### src/rtl/core/angle_packet_deframer_defines.svh
// ----------------------------------------------------------------------------
// angle packet deframer assertion macros
// shared property forms for the deframer and its output queue
// ----------------------------------------------------------------------------
`ifndef ANGLE_PACKET_DEFRAMER_DEFINES_SVH
`define ANGLE_PACKET_DEFRAMER_DEFINES_SVH

// same-cycle implication, checked on every rising edge out of reset
`define APD_ASSERT_IMPL(label, clk, rst_n, ante, cons, msg) \
	label: assert property (@(posedge clk) disable iff (!rst_n) (ante) |-> (cons)) \
		else $error(msg);

// next-cycle implication
`define APD_ASSERT_NEXT(label, clk, rst_n, ante, cons, msg) \
	label: assert property (@(posedge clk) disable iff (!rst_n) (ante) |=> (cons)) \
		else $error(msg);

`endif

### src/rtl/core/apd_ram.sv
// ----------------------------------------------------------------------------
// apd_ram
// simple dual-port ram, one write and one registered read, old data on clash
// ----------------------------------------------------------------------------
module apd_ram #(
	parameter int WIDTH = 8,
	parameter int DEPTH = 16
) (
	input  logic                     clk,
	input  logic                     we,
	input  logic [$clog2(DEPTH)-1:0] waddr,
	input  logic [WIDTH-1:0]         wdata,
	input  logic [$clog2(DEPTH)-1:0] raddr,
	output logic [WIDTH-1:0]         rdata
);

	logic [WIDTH-1:0] mem_q [DEPTH];

	// write and registered read
	always_ff @(posedge clk) begin
		if (we) begin
			mem_q[waddr] <= wdata;
		end
		rdata <= mem_q[raddr];
	end

endmodule

### config.mk
export PLATFORM = sky130hd
export DESIGN_NAME = apd_ram
export DESIGN_NICKNAME = d
export VERILOG_FILES = /design/src/rtl/core/angle_packet_deframer_defines.svh /design/src/rtl/core/apd_ram.sv
export SDC_FILE = /design/constraint.sdc
export NUM_CORES = 1
export LEC_CHECK = 0
export ABC_CLOCK_PERIOD_IN_PS = 3700
export BUFFER_PORTS_ARGS = -buffer_cell sky130_fd_sc_hd__buf_2
export CAP_MARGIN = 20
export CORE_ASPECT_RATIO = 0.6
export CORE_MARGIN = 2
export CORE_UTILIZATION = 28
export CTS_CLUSTER_DIAMETER = 40
export DETAILED_ROUTE_END_ITERATION = 6
export GPL_ROUTABILITY_DRIVEN = 0
export HOLD_SLACK_MARGIN = 0.03
export SLEW_MARGIN = 20
export SYNTH_ARGS = -nofsm -noshare
export SYNTH_HDL_FRONTEND = slang
export SYNTH_SLANG_ARGS = --single-unit
### constraint.sdc
create_clock -name clk -period 3.7 [get_ports clk]
set_input_delay 1.11 -clock clk [delete_from_list [all_inputs] [get_ports clk]]
set_output_delay 1.11 -clock clk [all_outputs]
set_load 0.02 [all_outputs]
==> metrics.md, run 1 <==
| Metric | Value |
|---|---|
| Slowest stage delay, CP | `0.53 ns` |
| Post-synthesis sequential area ratio | `77.8%` |
| Clock Sinks | `136` |
| Final Slew Violations | `0` |
| ANT cells | `0` |
| CTS Buffer Depth | `2` |
| Die H | `109 microns` |
| Outcome | `completed` |
| Area after DPL | `5600 sq um` |
| Crit share post-route | `67.8%` |
| Post-Syn Nets | `247` |
| Row cnt | `38` |
| Share of cells above drive strength 1 | `29.4%` |
| HPWL Detailed | `6720 microns` |
| Hold Vio Cnt, Final | `0` |
| Area growth syn-to-layout | `20.6%` |
| Die Width | `179 microns` |
| Slowest-stage cell, CP | `buf_2` |
| Fin nets | `294` |
| CTS tree | `built` |
| First-pass GRT wire length | `15,800 microns` |
| DRT Wirelength | `10,600 microns` |
| Crit path kind | `in -> reg` |
| Crit path DAT | `2.78 ns` |
| Avg Inst Size Synth | `22.5 sq um` |
| 1st-pass router iterations | `4` |
| Mapped Area | `5150 sq um` |
| Tmin final | `2.51 ns` |
| Post-CTS Hold Buffers | `0` |
| Max-slew headroom | `38.5%` |
| Initial antenna violation count | `0` |
| DRC Markers | `0` |
| Starting Density | `28.6%` |
| Fin Setup TNS | `0 ns` |
| Crit path launch | `raddr[1]` |
| CP Data Required Time | `3.97 ns` |
| Iteration-0 DRC Markers | `188` |
| VDD IR max | `0.352 mV` |
| Final core occ | `34.4%` |
| Clk_lat worst skew | `0.40 ns` |
| Worst slew pin tran | `0.919 ns` |
| PostCTS Resize Cnt | `0` |
| # port buffers | `25` |
| Final setup viols | `0` |
| Power Dens Cells | `582 nW/um^2` |
| Min-delay src | `mem_q[14][3]` |
| Post-DR vias/cell | `4.60` |
| Critical Path Sink Type | `flop` |
| Critical Path Fanout Max | `27` |
| Post-Layout Cell Count | `529` |
| Vias in the first global route | `2,532` |
| GRT Total Usage | `11.9%` |
| Fin area | `6210 sq um` |
| Total Power | `3.61 mW` |
| Cell Count Post-Placement | `497` |
| Lkg Pwr | `2.05 nW` |
| Gr ovfl total | `0` |
| Clk root buf | `clkbuf_16` |
| Filler Cell Count | `1,676` |
| Largest net degree at the start of global routing | `33` |
| Cells after synthesis | `229` |
| Core area | `18,000 sq um` |
| WL/cell | `20.1 microns` |
| Max-cap violations | `0` |
| I/O Pins | `26` |
| TritonCTS buffer count | `17` |
| Post-CTS setup buffers | `0` |
| Cell Chain, Critical Path | `buf_2 > buf_4 > mux4_1 > a22oi_1 > nand2_1` |
| RSZ-0062 raised after global routing | `false` |
| Clock skew | `0.00754 ns` |
| Crit path launch type | `input port` |
| Die area | `19,500 sq um` |
| Synth cell types | `19` |
| Fmax | `399 MHz` |
| ANT nets after route | `0` |
| Routed via count | `2,435` |
| Clock-pin slew on the worst setup and hold paths | `0.06 ns` |
| Reg-to-Reg Start | `mem_q[4][3]` |
| H-Tree Depth | `4` |
| Post-synthesis register bit count | `136` |
| Worst hold-check path type | `reg -> reg` |
| Yosys Warn Count | `0` |
==> final cells by class <==
cell class | instances | area [sq um] | share of cell area (%)
clock buffer | 17 | 425 | 6.85
timing repair buffer | 38 | 235 | 3.79
tap | 240 | 300 | 4.84
clock inverter | 15 | 184 | 2.96
sequential | 136 | 4000 | 64.5
multi-input combinational | 83 | 1060 | 17.0
==> registers in the layout (all words and copies together) (netlist names) <==
signal  flops
rdata       8
mem_q     128
==> per-layer routing <==
layer / GRT usage (%) / routed length (microns) / vias to the layer above
met1: 16.4 / 4260 / 1263
met2: 17.2 / 4790 / 103
met5: 0 / 0 / -
li1: - / - / 1065
met4: 4.36 / 50 / 0
met3: 4.29 / 1540 / 4
==> placed cells by master, fill, tap and decap left out, drive strengths merged <==
cell | netlist | layout
and2b | 1 | 1
dfxtp | 8 | 8
mux4 | 32 | 32
clkinvlp | 0 | 4
nor2 | 13 | 13
nor2b | 1 | 1
nand3b | 2 | 2
bufinv | 0 | 4
and2 | 1 | 1
nor3 | 4 | 4
nand3 | 1 | 1
a22oi | 16 | 16
or3b | 1 | 1
clkbuf | 0 | 17
buf | 7 | 38
edfxtp | 128 | 128
nand2b | 2 | 2
nand2 | 9 | 9
clkinv | 0 | 7
==> report_power, final <==
part	internal, mW	switching (mW)
clock network	1.11	0.595
registers	1.72	0.00977
logic	0.0664	0.105
total	2.90	0.709
==> through the flow <==
step                worst slack, ns  hold WS (ns)
floorplan                      1.10         0.629
global placement              0.799         0.655
detailed placement            0.787         0.667
CTS                            1.21         0.678
global route                   1.01         0.692
finish                         1.19         0.667
==> path summary, 6_finish.rpt <==
kind / end / slack [ns] / cells past startpoint
max: rdata[3] / 1.19 / 5
min: rdata[3] / 0.67 / 3
max reg2reg: rdata[3] / 2.15 / 3
min reg2reg: rdata[3] / 0.67 / 3
==> worst max-delay path: cells and delay by family <==
kind            cells  cell delay, ns
buf+inv             2            0.80
compound gates      1            0.47
mux                 1            0.27
simple gates        1            0.11
==> logic make-up (layout without fill, tap and decap cells) <==
kind of cell / Yosys count / count (layout) / synth area share [%]
flops: 136 / 136 / 77.8
mux: 32 / 32 / 15.0
compound gates: 16 / 16 / 2.33
simple gates: 35 / 35 / 3.18
buf+inv: 10 / 70 / 1.68
==> synthesized netlist by cell type, drive strengths merged <==
cell type      number  area share (%)
mux4               32              15
and2b               1            0.15
dfxtp               8             3.1
a22oi              16             2.3
and2                1            0.12
or3b                1            0.17
nor3                4            0.39
nand3b              2            0.29
nor2b               1            0.12
clkdlybuf4s25       3            0.58
nand2b              2            0.24
edfxtp            128              75
nand2               9            0.66
buf                 7             1.1
nor2               13            0.95
nand3               1           0.097
Note: power is estimated with default switching activity, not from simulation.
==> run 2, diff against run 1 <==
Settings changed: ABC_CLOCK_PERIOD_IN_PS 3700 to 2300.
Clock period 3.7 ns to 2.3 ns, I/O delays scaled along.
==> run 2 against run 1 <==
Effect of this change:
- non-clock buffer count rose by 8
- via count rose by 0.29%
- first-iteration DRC count up 15%
- die area did not move
- sequential share of layout area shrank 0.21 points
- register-to-register slack got worse by 1.3 ns
- total power rose by 55%
- critical path depth stayed put
==> metrics.md, run 2 (synthesis results as in run 1) <==
| Metric | Value |
|---|---|
| I/O Pins | `26` |
| Max-slew headroom | `50.5%` |
| Fin nets | `302` |
| Most frequent cells in the layout | `edfxtp_1, buf_2, buf_4` |
| Largest net degree at the start of global routing | `33` |
| Post-Layout Cell Count | `537` |
| Final setup viols | `0` |
| Reg2reg path depth | `3` |
| Clk root buf | `clkbuf_16` |
| Clock Sinks | `136` |
| Critical Path Fanout Max | `24` |
| First-pass GRT wire length | `16,300 microns` |
| Clock-pin slew on the worst setup and hold paths | `0.06 ns` |
| Commonest non-fill, non-tap cell in the layout | `edfxtp_1` |
| Largest registers | `mem_q: 128 flops, rdata: 8 flops` |
| CP top delay family | `multiplexers` |
| Gr ovfl total | `0` |
| VDD IR max | `0.543 mV` |
| Clk_lat worst skew | `0.41 ns` |
| Die area | `19,500 sq um` |
| Min-Delay Endpoint | `mem_q[9][7]` |
| Crit path DAT | `2.09 ns` |
| Initial antenna violation count | `0` |
| Reg with most FFs | `mem_q` |
| R2r setup slk | `0.81 ns` |
| Final Slew Violations | `0` |
| Post-DR vias/cell | `4.55` |
| CTS Buffer Depth | `2` |
| Iteration-0 DRC Markers | `216` |
| GRT Total Usage | `12.2%` |
| Buf+Inv Stages, Crit Path | `2` |
| Clock group share of total power | `45.0%` |
| Fin Setup TNS | `0 ns` |
| Sw frac | `21.7%` |
| DRT Wirelength | `11,000 microns` |
| Die Width | `179 microns` |
| H-Tree Depth | `4` |
| Power Dens Cells | `897 nW/um^2` |
| Crit share post-route | `78.9%` |
| TritonCTS buffer count | `17` |
| Crit path kind | `in -> reg` |
| Post-CTS setup buffers | `0` |
| Post-CTS Hold Buffers | `0` |
| Row cnt | `38` |
| WHS Path Cells | `1` |
| Tmin final | `1.82 ns` |
| Hold Vio Cnt, Final | `0` |
| 1st-pass router iterations | `4` |
| Outcome | `completed` |
| RSZ-0062 raised after global routing | `false` |
| Psw | `1.21 mW` |
| CP Data Required Time | `2.58 ns` |
| Max reg flops | `128` |
| Die H | `109 microns` |
| Fmax | `551 MHz` |
| Reg power frac | `49.9%` |
| Share of cells above drive strength 1 | `32.3%` |
| HPWL Detailed | `7000 microns` |
| CTS tree | `built` |
| Vias in the first global route | `2,603` |
| Routed via count | `2,442` |
| Max-cap violations | `0` |
| P_int | `4.38 mW` |
| Min-delay src | `wdata[7]` |
| WL/cell | `20.5 microns` |
| Cell Count Post-Placement | `505` |
| Clock skew | `0.00776 ns` |
| Area growth syn-to-layout | `21.0%` |
| Cell Chain, Critical Path | `buf_2 > buf_12 > mux4_1 > a22oi_1 > nand2_1` |
| Slowest-stage cell, CP | `mux4_1` |
| Logic pwr share | `5.1%` |
| ANT cells | `0` |
| DRC Markers | `0` |
| Lkg Pwr | `2.08 nW` |
| Worst hold-check path type | `in -> reg` |
| Core area | `18,000 sq um` |
| Starting Density | `28.6%` |
| Slowest stage delay, CP | `0.58 ns` |
| Crit path launch type | `input port` |
| Reg2reg end | `rdata[6]` |
| # port buffers | `25` |
| Worst slew pin tran | `0.741 ns` |
| ANT nets after route | `0` |
| Critical Path Sink Type | `flop` |
| Reg-to-Reg Start | `mem_q[1][6]` |
| PostCTS Resize Cnt | `0` |
run 2: changes by cell type in the layout (fill, tap and decap cells not counted):
| cell | change |
|---|---|
| clkinv_1 | -4 |
| bufinv_16 | -3 |
| inv_6 | +2 |
| buf_12 | +1 |
| buf_4 | +7 |
| clkinv_4 | +3 |
| clkbuf_1 | +1 |
| clkinv_2 | +1 |
run 2: layer usage:
layer	track usage [%]	routed length, microns	vias up
met5	0	0	-
met4	3.66	45	0
met3	3.73	561	8
met2	18.5	4960	62
met1	17.0	5420	1288
li1	-	-	1084
run 2: final cells by class:
class / count / area [sq um]
Clock buffer: 18 / 429
Fill cell: 1669 / 11800
Sequential cell: 136 / 4000
Clock inverter: 14 / 128
Tap cell: 240 / 300
Multi-Input combinational cell: 83 / 1060
Timing Repair Buffer: 46 / 308
run 2: power by group through the flow:
stage                     combinational (mW)  clock [mW]  sequential (mW)
after floorplan                        0.141           0             2.85
after global placement                 0.282           0             2.84
after global routing                   0.310        2.67             2.79
final                                  0.285        2.52             2.79
after detailed placement               0.289           0             2.84
after CTS                              0.290        2.56             2.79
run 2: metrics by stage:
step	util (%)	total power [mW]	hold WS (ns)	area, sq um	worst slack, ns
global placement	31.5	3.12	0.655	5670	0.0369
detailed placement	31.5	3.13	0.678	5670	0.0699
finish	34.6	5.59	0.678	6230	0.485
global route	34.6	5.78	0.681	6230	0.411
CTS	34.6	5.64	0.672	6230	0.500
floorplan	-	3.00	0.629	5150	0.117
run 2: worst max-delay path by stage:
stage | from | end | slack [ns] | cells past startpoint
global placement | raddr[0] | rdata[4] | 0.04 | 5
detailed placement | raddr[0] | rdata[4] | 0.07 | 5
global route | raddr[0] | rdata[1] | 0.41 | 5
CTS | raddr[0] | rdata[4] | 0.50 | 5
floorplan | waddr[2] | mem_q[0][0] | 0.12 | 2
finish | raddr[0] | rdata[4] | 0.48 | 5
