===== config.mk =====
export PLATFORM = sky130hd
export DESIGN_NAME = apd_out_fifo
export DESIGN_NICKNAME = d
export VERILOG_FILES = /design/src/rtl/core/apd_pkg.sv /design/src/rtl/core/apd_out_fifo.sv
export VERILOG_INCLUDE_DIRS = /design/src /design/src/rtl/core
export SDC_FILE = /design/constraint.sdc
export NUM_CORES = 1
export LEC_CHECK = 0
export BUFFER_PORTS_ARGS = -buffer_cell sky130_fd_sc_hd__clkbuf_2
export CORE_ASPECT_RATIO = 1.75
export CORE_MARGIN = 2
export CORE_UTILIZATION = 40
export CTS_BUF_LIST = sky130_fd_sc_hd__clkbuf_8
export DETAILED_ROUTE_END_ITERATION = 8
export GPL_TIMING_DRIVEN = 0
export HOLD_SLACK_MARGIN = 0.15
export PLACE_DENSITY_LB_ADDON = 0.2
export SYNTH_ARGS = -nofsm -noshare
export SYNTH_HDL_FRONTEND = slang
export SYNTH_SLANG_ARGS = --single-unit

===== constraint.sdc =====
create_clock -name clk -period 6.8 [get_ports clk]
set_input_delay 0.68 -clock clk [delete_from_list [all_inputs] [get_ports clk]]
set_output_delay 0.68 -clock clk [all_outputs]
set_load 0.1 [all_outputs]

===== src/rtl/core/angle_packet_deframer_defines.svh =====
// ----------------------------------------------------------------------------
// angle packet deframer assertion macros
// shared property forms for the deframer and its output queue
// ----------------------------------------------------------------------------
`ifndef ANGLE_PACKET_DEFRAMER_DEFINES_SVH
`define ANGLE_PACKET_DEFRAMER_DEFINES_SVH

// same-cycle implication, checked on every rising edge out of reset
`define APD_ASSERT_IMPL(label, clk, rst_n, ante, cons, msg) \
	label: assert property (@(posedge clk) disable iff (!rst_n) (ante) |-> (cons)) \
		else $error(msg);

// next-cycle implication
`define APD_ASSERT_NEXT(label, clk, rst_n, ante, cons, msg) \
	label: assert property (@(posedge clk) disable iff (!rst_n) (ante) |=> (cons)) \
		else $error(msg);

`endif


===== src/rtl/core/apd_pkg.sv =====
// ----------------------------------------------------------------------------
// apd_pkg
// constants and types shared by the angle packet deframer modules
// ----------------------------------------------------------------------------
package apd_pkg;

	// capture store size in bytes, kept as two byte banks of half the depth
	localparam int STORE_BYTES = 4096;
	localparam int WORD_DEPTH  = STORE_BYTES / 2;
	localparam int WORD_AW     = $clog2(WORD_DEPTH);
	localparam int IDXW        = $clog2(STORE_BYTES) + 1;

	// output queue
	localparam int FIFO_DEPTH = 4;
	localparam int FIFO_AW    = $clog2(FIFO_DEPTH);
	localparam int LVLW       = $clog2(FIFO_DEPTH + 1);

	// framing bytes and packet types
	localparam logic [7:0] SYNC1    = 8'hAA;
	localparam logic [7:0] SYNC2    = 8'hBB;
	localparam logic [7:0] TAIL1    = 8'hCC;
	localparam logic [7:0] TAIL2    = 8'hDD;
	localparam logic [7:0] KIND_2D  = 8'h02;
	localparam logic [7:0] KIND_3D  = 8'h03;
	localparam logic [7:0] KIND_RAW = 8'h04;

	// result kinds
	localparam logic [1:0] RES_2D   = 2'd0;
	localparam logic [1:0] RES_3D   = 2'd1;
	localparam logic [1:0] RES_RAW  = 2'd2;
	localparam logic [1:0] RES_READ = 2'd3;

	typedef struct packed {
		logic [1:0]  kind;
		logic [15:0] azimuth;
		logic [15:0] elevation;
		logic [7:0]  strength;
		logic [7:0]  channels;
		logic [15:0] samples;
		logic [15:0] value;
		logic        err;
	} res_t;

endpackage


===== src/rtl/core/apd_out_fifo.sv =====
// ----------------------------------------------------------------------------
// apd_out_fifo
// small result queue in front of the output channel, reports its fill level
// ----------------------------------------------------------------------------
`include "angle_packet_deframer_defines.svh"

module apd_out_fifo (
	input  logic                      clk,
	input  logic                      arst_n,
	input  logic                      push,
	input  apd_pkg::res_t             push_data,
	output logic                      out_valid,
	input  logic                      out_ready,
	output apd_pkg::res_t             out_data,
	output logic [apd_pkg::LVLW-1:0]  level
);

	localparam int DEPTH = apd_pkg::FIFO_DEPTH;
	localparam int AW    = apd_pkg::FIFO_AW;
	localparam int LW    = apd_pkg::LVLW;

	apd_pkg::res_t   mem_q [DEPTH];
	logic [AW-1:0]   wr_ptr_q;
	logic [AW-1:0]   rd_ptr_q;
	logic [LW-1:0]   level_q;
	logic            pop;

	assign out_valid = (level_q != '0);
	assign out_data  = mem_q[rd_ptr_q];
	assign pop       = out_valid && out_ready;
	assign level     = level_q;

	// storage
	always_ff @(posedge clk) begin
		if (push) begin
			mem_q[wr_ptr_q] <= push_data;
		end
	end

	// pointers and fill level
	always_ff @(posedge clk or negedge arst_n) begin
		if (!arst_n) begin
			wr_ptr_q <= '0;
			rd_ptr_q <= '0;
			level_q  <= '0;
		end else begin
			if (push) begin
				wr_ptr_q <= (wr_ptr_q == AW'(DEPTH - 1)) ? '0 : wr_ptr_q + 1'b1;
			end
			if (pop) begin
				rd_ptr_q <= (rd_ptr_q == AW'(DEPTH - 1)) ? '0 : rd_ptr_q + 1'b1;
			end
			if (push && !pop) begin
				level_q <= level_q + 1'b1;
			end else if (pop && !push) begin
				level_q <= level_q - 1'b1;
			end
		end
	end

	`APD_ASSERT_IMPL(a_no_overflow, clk, arst_n, push && !pop, level_q < LW'(DEPTH), "result queue overflow")
	`APD_ASSERT_NEXT(a_level_up, clk, arst_n, push && !pop, level_q == $past(level_q) + 1'b1, "queue level did not rise")
	`APD_ASSERT_NEXT(a_level_hold, clk, arst_n, !push && !pop, $stable(level_q), "queue level moved while idle")

endmodule

==> results of run 1 <==
-- metal layers --
metal	GRT usage (%)	up-vias
met5	0	-
met4	6.62	0
met3	3.86	50
met2	28.6	155
met1	15.5	2929
li1	-	2494
-- registers in the layout (all words and copies together) (netlist names) --
name and count:
level 3, mem_q 332, rd_ptr_q 2, wr_ptr_q 2
-- path summary, 6_finish.rpt --
check	startpoint	to	slack [ns]	cells after the start
max in group asynchronous	arst_n	level[2]	6.14	2
worst max register to register	level[0]	level[2]	4.57	8
worst min register to register	level[2]	level[2]	0.51	1
worst max-delay path	rd_ptr_q[1]	out_data[11]	3.65	4
min in group asynchronous	arst_n	level[0]	0.47	2
worst min-delay path	push_data[63]	mem_q[2][63]	0.32	1
-- through the flow --
step	std cells	setup slack, ns	instance area (um2)	hold slack (ns)
after floorplan	470	3.69	12400	0.384
after global placement	1034	2.06	13800	0.475
after detailed placement	1038	4.14	13900	0.494
after CTS	1122	3.51	14900	0.267
after global routing	1125	3.46	14900	0.282
final	1126	3.65	14900	0.317
-- kinds of logic (layout without fill, tap and decap cells) --
family                   Yosys count  after routing  synth area share, %
AND/OR/NAND/NOR                   11             11                0.433
other                              0              4                    0
buffers and inverters             22            283                 1.63
flip-flops                       339            339                 81.6
AO/OA/AOI/OAI                      2              2               0.0805
multiplexers                      86             86                 15.3
adder cells (fa/ha/maj)            7              7                0.765
XOR/XNOR                           3              3                0.211
-- cell type report --
cell class | instances | area (um2) | share of cell area, %
sequential | 339 | 10100 | 68.2
clock inverter | 32 | 231 | 1.56
buffer | 19 | 191 | 1.29
antenna | 4 | 10.0 | 0.0673
inverter | 3 | 11.3 | 0.0758
tap | 391 | 489 | 3.29
timing repair buffer | 178 | 986 | 6.63
clock buffer | 51 | 702 | 4.72
multi-input combinational | 109 | 2100 | 14.1
-- cell usage after synthesis --
cell type and number:
fa_1 1, or3_1 1, mux2_2 3, buf_8 1
inv_1 3, buf_6 1, and2_1 4, nand2_1 3
mux4_2 83, xor2_1 2, o21ai_0 2, xnor2_1 1
ha_1 6, nor2_1 3, dfrtp_1 7, buf_2 7
buf_12 5, clkbuf_1 2, buf_4 3, edfxtp_1 332
-- repair_timing --
action	4_1_cts	5_1_grt
setup endpoints to repair	0	0
hold buffers	1	0
setup buffers	0	0
endpoints found under the hold margin	7	0
==> impl_results.md, run 1 <==
* Final net count at about 790
* Worst slew margin at a little under half
* DRT antenna net count at 0
* Clk buf depth at 3
* Status: completed
* Area growth from synthesis to layout at 19.5%
* Syn Area/Cell at roughly 26 um2
* Vias per cell at 5.00
* Starting DRT DRC Count at 300
* First-pass GRT wire length at 36.3 mm
* Syn. warnings at 0
* CTS sink count at between 300 and 400
* Dpl hpwl at roughly 15 mm
* CP Buf/Inv Count at 3
* Fillers at 2523
* CP max-delay cell: dfrtp_1
* Crit path launch type: register
* Met3 WL post-DR at 1.27 mm
* Syn nets at 564
* DIE HEIGHT at roughly 240 um
* CP most frequent cell: buf_2
* WL/cell at about 21 um
* Clock root buffer: clkbuf_8
* Initial antenna violation count at 4
* Top Layer Used: met4
* Critical path class: register to primary output
* Total Routing Usage GR at ~15%
* Synthesized flop and latch total at ~340
* M1 WL at 8.13 mm
* Period utilisation layout at 46.3%
* Mapped Cells at 470
* Max FO, Critical Path at 10
* Die width at ~140 um
* Num CTS Buffers at about 50
* Register area share after synthesis at between 80% and 90%
* CP top delay family: buffers and inverters
* Initial core utilization at around two fifths
* Residual DRC at 0
* Commonest non-fill, non-tap cell in the layout: edfxtp_1
* RSZ-0062 raised after global routing: no
* Full die area at between 30000 and 40000 um2
* GR Overflow Total at 0
* Rows at 85
* Crit-path max cell delay at ~0.43 ns
* Synth top area cells: edfxtp_1 (80%), mux4_2 (15%), dfrtp_1 (1.4%), buf_12 (0.80%), ha_1 (0.60%)
* Drt pass-1 iters at 7
* Post-cts gate resize count at 0
* Cells along the critical path: buf_2, buf_2, mux4_2, clkbuf_2
* GP Congestion at roughly 0.71
* TritonCTS clock tree: built
* Core ar. at 30700 um2
* Worst-Skew Late Latency at about 0.58 ns
* Largest net degree at the start of global routing at 48
* Crit path DAT at 2.47 ns
* Area leader, netlist: edfxtp_1
* Final slew viol count at 0
* H-tree depth at 2
* # port buffers at between 150 and 200
* Critical Path RT at approximately 6.1 ns
* # setup viols final at 0
* Top-area cell type share of the netlist area at approximately 80%
* Post-layout util at 48.4%
* Peak Freq at roughly 320 MHz
* Nature of the critical path endpoint: primary output
* Worst-path clk slew at ~0.070 ns
* Tightest Hold Check Type: input pin to register
* Detail Route met2 WL at approximately 14 mm
* Cell Area, Synth at about 12000 um2
* Via count at around 5.6k
* Total routed wirelength at approximately 24 mm
* Slew @ Worst Pin at about 0.81 ns
* Most frequent cells in the layout: edfxtp_1 (332), clkbuf_2 (173), mux4_2 (83), clkbuf_8 (51), inv_1 (18)
* Ports at ~170
* Maxcap violations at 0
* Final Hold Viols at 0
* Min Tclk post-route at around 3.2 ns
* Vias in the first global route at between 6k and 7k
* Cell variety after synth at 20
* Setup Skew at roughly 0.022 ns
* Share of cells above drive strength 1 at between 40% and 50%
* Setup TNS at 0 ns
Power of run 1 is not shown: default switching activity piles up to over one toggle a cycle in this logic, so the estimate is an artifact.
==> run 2: changes to the inputs <==
Clock period 6.8 ns to 3.3 ns, I/O delays scaled along.
==> impl_results.md, run 2 (synthesized netlist as in run 1, its figures left out) <==
* Worst-Skew Late Latency at 0.58 ns (about the same)
* Setup Skew at 0.0188 ns (-0.00303 ns)
* Clk buf depth at 3 (unchanged)
* Core ar. at 30700 um2 (unchanged)
* Worst R2R End: level[2]
* Post-cts gate resize count at 0 (unchanged)
* Crit path launch type: register
* Post-cts hold buffer count at 87 (+86)
* DIE HEIGHT at 237 um (unchanged)
* Commonest non-fill, non-tap cell in the layout: edfxtp_1
* Critical path class: register to primary output
* CTS sink count at 339 (unchanged)
* Max reg flops at 332 (unchanged)
* First-pass GRT wire length at 37.6 mm (+3.7%)
* Critical Path RT at 2.97 ns (-3.15 ns)
* Maxcap violations at 0 (unchanged)
* TritonCTS clock tree: built
* R2r startpoint: level[0]
* Num CTS Buffers at 49 (unchanged)
* Initial core utilization at 40.5% (unchanged)
* Slew @ Worst Pin at 0.800 ns (-0.0111 ns)
* FF-to-FF setup slack at 1.03 ns (-3.54 ns)
* Status: completed
* Min-Delay Startpoint: level[2]
* GR Overflow Total at 0 (unchanged)
* Period utilisation layout at between 80% and 90%
* Share of cells above drive strength 1 at 41.9% (-4.9 points)
* Clock root buffer: clkbuf_8
* Final Hold Viols at 0 (unchanged)
* Residual DRC at 0 (unchanged)
* Vias per cell at 4.88 (-2.3%)
* Rows at 85 (unchanged)
* Full die area at 32600 um2 (unchanged)
* Most frequent cells in the layout: edfxtp_1 (332), clkbuf_2 (173), dlygate4sd3_1 (87), mux4_2 (83), clkbuf_8 (51)
* Postcts setup bufs at 0 (unchanged)
* Ports at 174 (unchanged)
* Vias in the first global route at 6856 (+5.1%)
* Setup crit end: out_data[11]
* Initial antenna violation count at 3 (-1)
* CP Launch Point: rd_ptr_q[1]
* Final net count at 879 (+11%)
* GP Congestion at 0.715 (unchanged)
* Crit path DAT at 2.47 ns (about the same)
* Worst slew margin at 46.7% (+0.74 points)
* Worst-path clk slew at 0.06 ns (about the same)
* Nature of the critical path endpoint: primary output
* Tightest Hold Check Type: register to register
* Drt pass-1 iters at 5 (-2)
* Max FO, Critical Path at 10 (unchanged)
* H-tree depth at 2 (unchanged)
* Starting DRT DRC Count at 283 (-5.7%)
* # setup viols final at 0 (unchanged)
* Largest net degree at the start of global routing at 48 (unchanged)
* Total Routing Usage GR at 15.7% (+0.45 points)
* # port buffers at 173 (unchanged)
* WL/cell at 20.1 um (-4.8%)
* DRT antenna net count at 0 (unchanged)
* Peak Freq at roughly 360 MHz
* Final slew viol count at 0 (unchanged)
* Top reg by flops: mem_q
* RSZ-0062 raised after global routing: no
* Post-layout util at 51.2% (+2.8 points)
* Die width at 137 um (unchanged)
* Min Tclk post-route at approximately 2.8 ns
* Dpl hpwl at 15.0 mm (unchanged)
* Total routed wirelength at 24.3 mm (+2.4%)
* Via count at 5912 (+5.0%)
* Worst hold slack at 0.508 ns (+0.192 ns)
* Area growth from synthesis to layout at 26.4%
* R2R depth at 8 (unchanged)
-- run 2: metal layers --
layer	routed length, um	track usage, %	vias to the layer above
li1	-	-	2662
met1	8530	15.9	3045
met2	13900	30.0	162
met3	1190	3.60	43
met4	695	6.15	0
met5	0	0	-
-- run 2: how the worst min path moves through the flow --
stage,to,depth (start not counted)
6_report,level[2],1
3_5_place_dp,level[2],1
5_1_grt,mem_q[0][76],2
3_3_place_gp,level[2],1
4_1_cts,mem_q[0][4],2
2_1_floorplan,level[0],0
-- run 2: through the flow --
| stage | instance area, um2 | setup TNS [ns] | cells | worst slack, ns |
|---|---|---|---|---|
| 2_1_floorplan | 12400 | 0 | 470 | 0.186 |
| 3_3_place_gp | 13800 | -381.91 | 1034 | -1.20 |
| 3_5_place_dp | 13900 | 0 | 1038 | 0.994 |
| 4_1_cts | 15700 | 0 | 1208 | 0.356 |
| 5_1_grt | 15700 | 0 | 1211 | 0.308 |
| 6_report | 15700 | 0 | 1211 | 0.496 |
-- run 2: area by class of cell --
type / count / area, um2
antenna: 3 / 7.51
buffer: 19 / 191
clock buffer: 51 / 702
clock inverter: 32 / 231
fill: 2468 / 15000
inverter: 3 / 11.3
multi-input combinational: 109 / 2100
sequential: 339 / 10100
tap: 391 / 489
timing repair buffer: 264 / 1850
-- run 2: worst max-delay path, stage by stage, from the launching register on --
cell	delay, ns
dfrtp_1	0.43
buf_2	0.33
buf_2	0.34
mux4_2	0.39
clkbuf_2	0.40
Power of run 2 is left out for the same reason.
==> run 3: changes to the inputs <==
Settings changed: ABC_AREA set to 1.
Clock period 3.3 ns to 2.4 ns, I/O delays scaled along.
==> impl_results.md, run 3 <==
* DRT antenna net count at 0 (unchanged)
* Setup Skew at 0.0148 ns (-0.00401 ns)
* Clk buf depth at 3 (unchanged)
* Max reg flops at 332 (unchanged)
* RSZ-0062 raised after global routing: yes
* Core ar. at 33700 um2 (+9.8%)
* Final Hold Viols at 0 (unchanged)
* Final net count at 1435 (+63%)
* Max FO, Critical Path at 10 (unchanged)
* Tightest Hold Check Type: input pin to register
* CP Launch Point: rd_ptr_q[1]
* WL/cell at 17.6 um (-12%)
* Syn nets at 1116 (+98%)
* # port buffers at 173 (unchanged)
* Min-Delay Startpoint: push_data[31]
* Top reg by flops: mem_q
* Total Routing Usage GR at 18.3% (+2.6 points)
* Syn. warnings at 0 (unchanged)
* Largest net degree at the start of global routing at 36 (-25%)
* Most frequent cells in the layout: edfxtp_1 (332), nand2_1 (265), inv_1 (186), o211ai_1 (156), clkbuf_2 (93)
* Synth top area cells: edfxtp_1 (73%), o211ai_1 (8.6%), nand2_1 (7.4%), inv_1 (4.8%), buf_6 (1.6%)
* Synthesized flop and latch total at 339 (unchanged)
* Drt pass-1 iters at 6 (+1)
* Maxcap violations at 0 (unchanged)
* Min Tclk post-route at roughly 2.3 ns
* Clock root buffer: clkbuf_8
* CTS sink count at 339 (unchanged)
* Num CTS Buffers at 49 (unchanged)
* First-pass GRT wire length at 49.7 mm (+32%)
* Hold path depth at 2 (+1)
* Worst hold endpoint: mem_q[3][31]
* Peak Freq at ~430 MHz
* Ports at 174 (unchanged)
* Synth Flop Type: edfxtp_1
* Initial antenna violation count at 3 (unchanged)
* Worst-path clk slew at 0.07 ns (about the same)
* Period utilisation layout at between 90 and 100%
* # setup viols final at 0 (unchanged)
* DIE HEIGHT at 249 um (+4.8%)
* H-tree depth at 2 (unchanged)
* Commonest non-fill, non-tap cell in the layout: edfxtp_1
* Crit path launch type: register
* R2r startpoint: wr_ptr_q[0]
* R2R depth at 6 (-2)
* GR Overflow Total at 0 (unchanged)
* TritonCTS clock tree: built
* GP Congestion at 0.727 (+1.7%)
* Final slew viol count at 0 (unchanged)
* Die width at 144 um (+4.7%)
* Most common library cells after synthesis: edfxtp_1 (332), nand2_1 (268), inv_1 (176)
* Register area share after synthesis at 74.2% (-7.4 points)
* Critical path class: register to primary output
* Starting DRT DRC Count at 363 (+28%)
* Residual DRC at 0 (unchanged)
* Worst slew margin at 54.2% (+7.5 points)
* Full die area at 35700 um2 (+9.7%)
* Worst R2R End: mem_q[2][12]
* Syn Area/Cell at 13.4 um2 (-49%)
* Number of enable flip-flop cells after synthesis at 332 (unchanged)
* Initial core utilization at 40.5% (+0.075 points)
* Critical Path RT at 2.16 ns (-0.81 ns)
* Pre-CTS setup slack at 0.174 ns (-0.820 ns)
* Slew @ Worst Pin at 0.686 ns (-0.113 ns)
* Dpl hpwl at 20.8 mm (+39%)
* Cell Area, Synth at 13700 um2 (+10%)
* Worst-Skew Late Latency at 0.57 ns (about the same)
* Postcts setup bufs at 0 (unchanged)
* Async SR Flop Fraction at 2.06% (unchanged)
* Rows at 89 (+4.7%)
* Via count at 8649 (+46%)
* Area growth from synthesis to layout at 29.2%
* Final worst slack at 0.0772 ns (-0.419 ns)
* FF-to-FF setup slack at 0.21 ns (-0.82 ns)
* Top-area cell type share of the netlist area at 72.9% (-7.3 points)
* Cell variety after synth at 18 (-10%)
* Share of cells above drive strength 1 at 23.0% (-19 points)
* Mapped Cells at 1022 (+120%)
* Vias in the first global route at 9206 (+34%)
* Crit path DAT at 2.08 ns (-0.39 ns)
* Total routed wirelength at 32.4 mm (+33%)
* Status: completed
* Nature of the critical path endpoint: primary output
* Most numerous cell in the Yosys netlist: edfxtp_1
* Area leader, netlist: edfxtp_1
* Vias per cell at 4.71 (-3.6%)
run 3: cell types whose count changed after synthesis, moves of 5 or more:
| cell | before | now |
|---|---|---|
| nand2_1 | 3 | 268 |
| inv_1 | 3 | 176 |
| o211ai_1 | 0 | 156 |
| mux4_2 | 83 | 0 |
| buf_6 | 1 | 20 |
| buf_2 | 7 | 23 |
| o211ai_2 | 0 | 10 |
| buf_4 | 3 | 9 |
| buf_12 | 5 | 0 |
run 3: how the worst max path moves through the flow:
stage	cells after the start	slack [ns]	end
after global placement	4	-1.11	mem_q[0][16]
after detailed placement	6	0.17	mem_q[2][16]
final	6	0.08	out_data[0]
after floorplan	10	0.06	level[2]
after global routing	7	-0.03	out_data[18]
after CTS	7	-0.02	out_data[55]
run 3: per-stage QoR:
step | hold slack (ns) | TNS, ns | util, % | instances | area, um2
after detailed placement | 0.0899 | 0 | 45.3 | 1658 | 15300
after CTS | 0.376 | -0.0456 | 52.1 | 1835 | 17600
after floorplan | -0.0556 | 0 | - | 1022 | 13700
after global routing | 0.394 | -0.140 | 52.4 | 1837 | 17700
after global placement | 0.0895 | -350.71 | 44.9 | 1650 | 15100
final | 0.427 | 0 | 52.4 | 1838 | 17700
run 3: area by class of cell:
cell class,count,area (um2)
flip-flops and latches,339,10100
well taps,455,569
clock buffers,50,688
fillers,2903,16100
clock inverters,40,219
diodes,3,7.51
inverters,177,679
plain buffers,55,497
repair buffers,268,2400
multi-input cells,451,2460
run 3: worst max-delay path: stages (launching register included):
cell	delay, ns
dfrtp_2	0.46
inv_2	0.07
buf_4	0.22
buf_4	0.24
o211ai_1	0.11
nand2_1	0.15
clkbuf_8	0.27
run 3: kinds of logic after synthesis:
| logic type | synth area share (%) |
|---|---|
| buf+inv | 7.92 |
| fa+ha+maj | 0.695 |
| flops | 74.2 |
| simple gates | 7.59 |
| xor+xnor | 0.0640 |
| compound gates | 9.55 |
run 3: what timing repair did:
action / in CTS / in global routing
endpoints found under the setup margin: 83 / 74
hold endpoints to repair: 344 / 0
pin swaps: 0 / 3
resized for setup: 144 / 69
hold buffers: 87 / 0
run 3: metal layers:
metal,track usage [%],vias up,share of wire [%]
met5,0,-,0
met4,6.78,0,2.7
met3,3.45,60,4.9
met2,34.7,226,55
met1,19.7,4159,37
li1,-,4204,-
Power of run 3 is left out for the same reason.
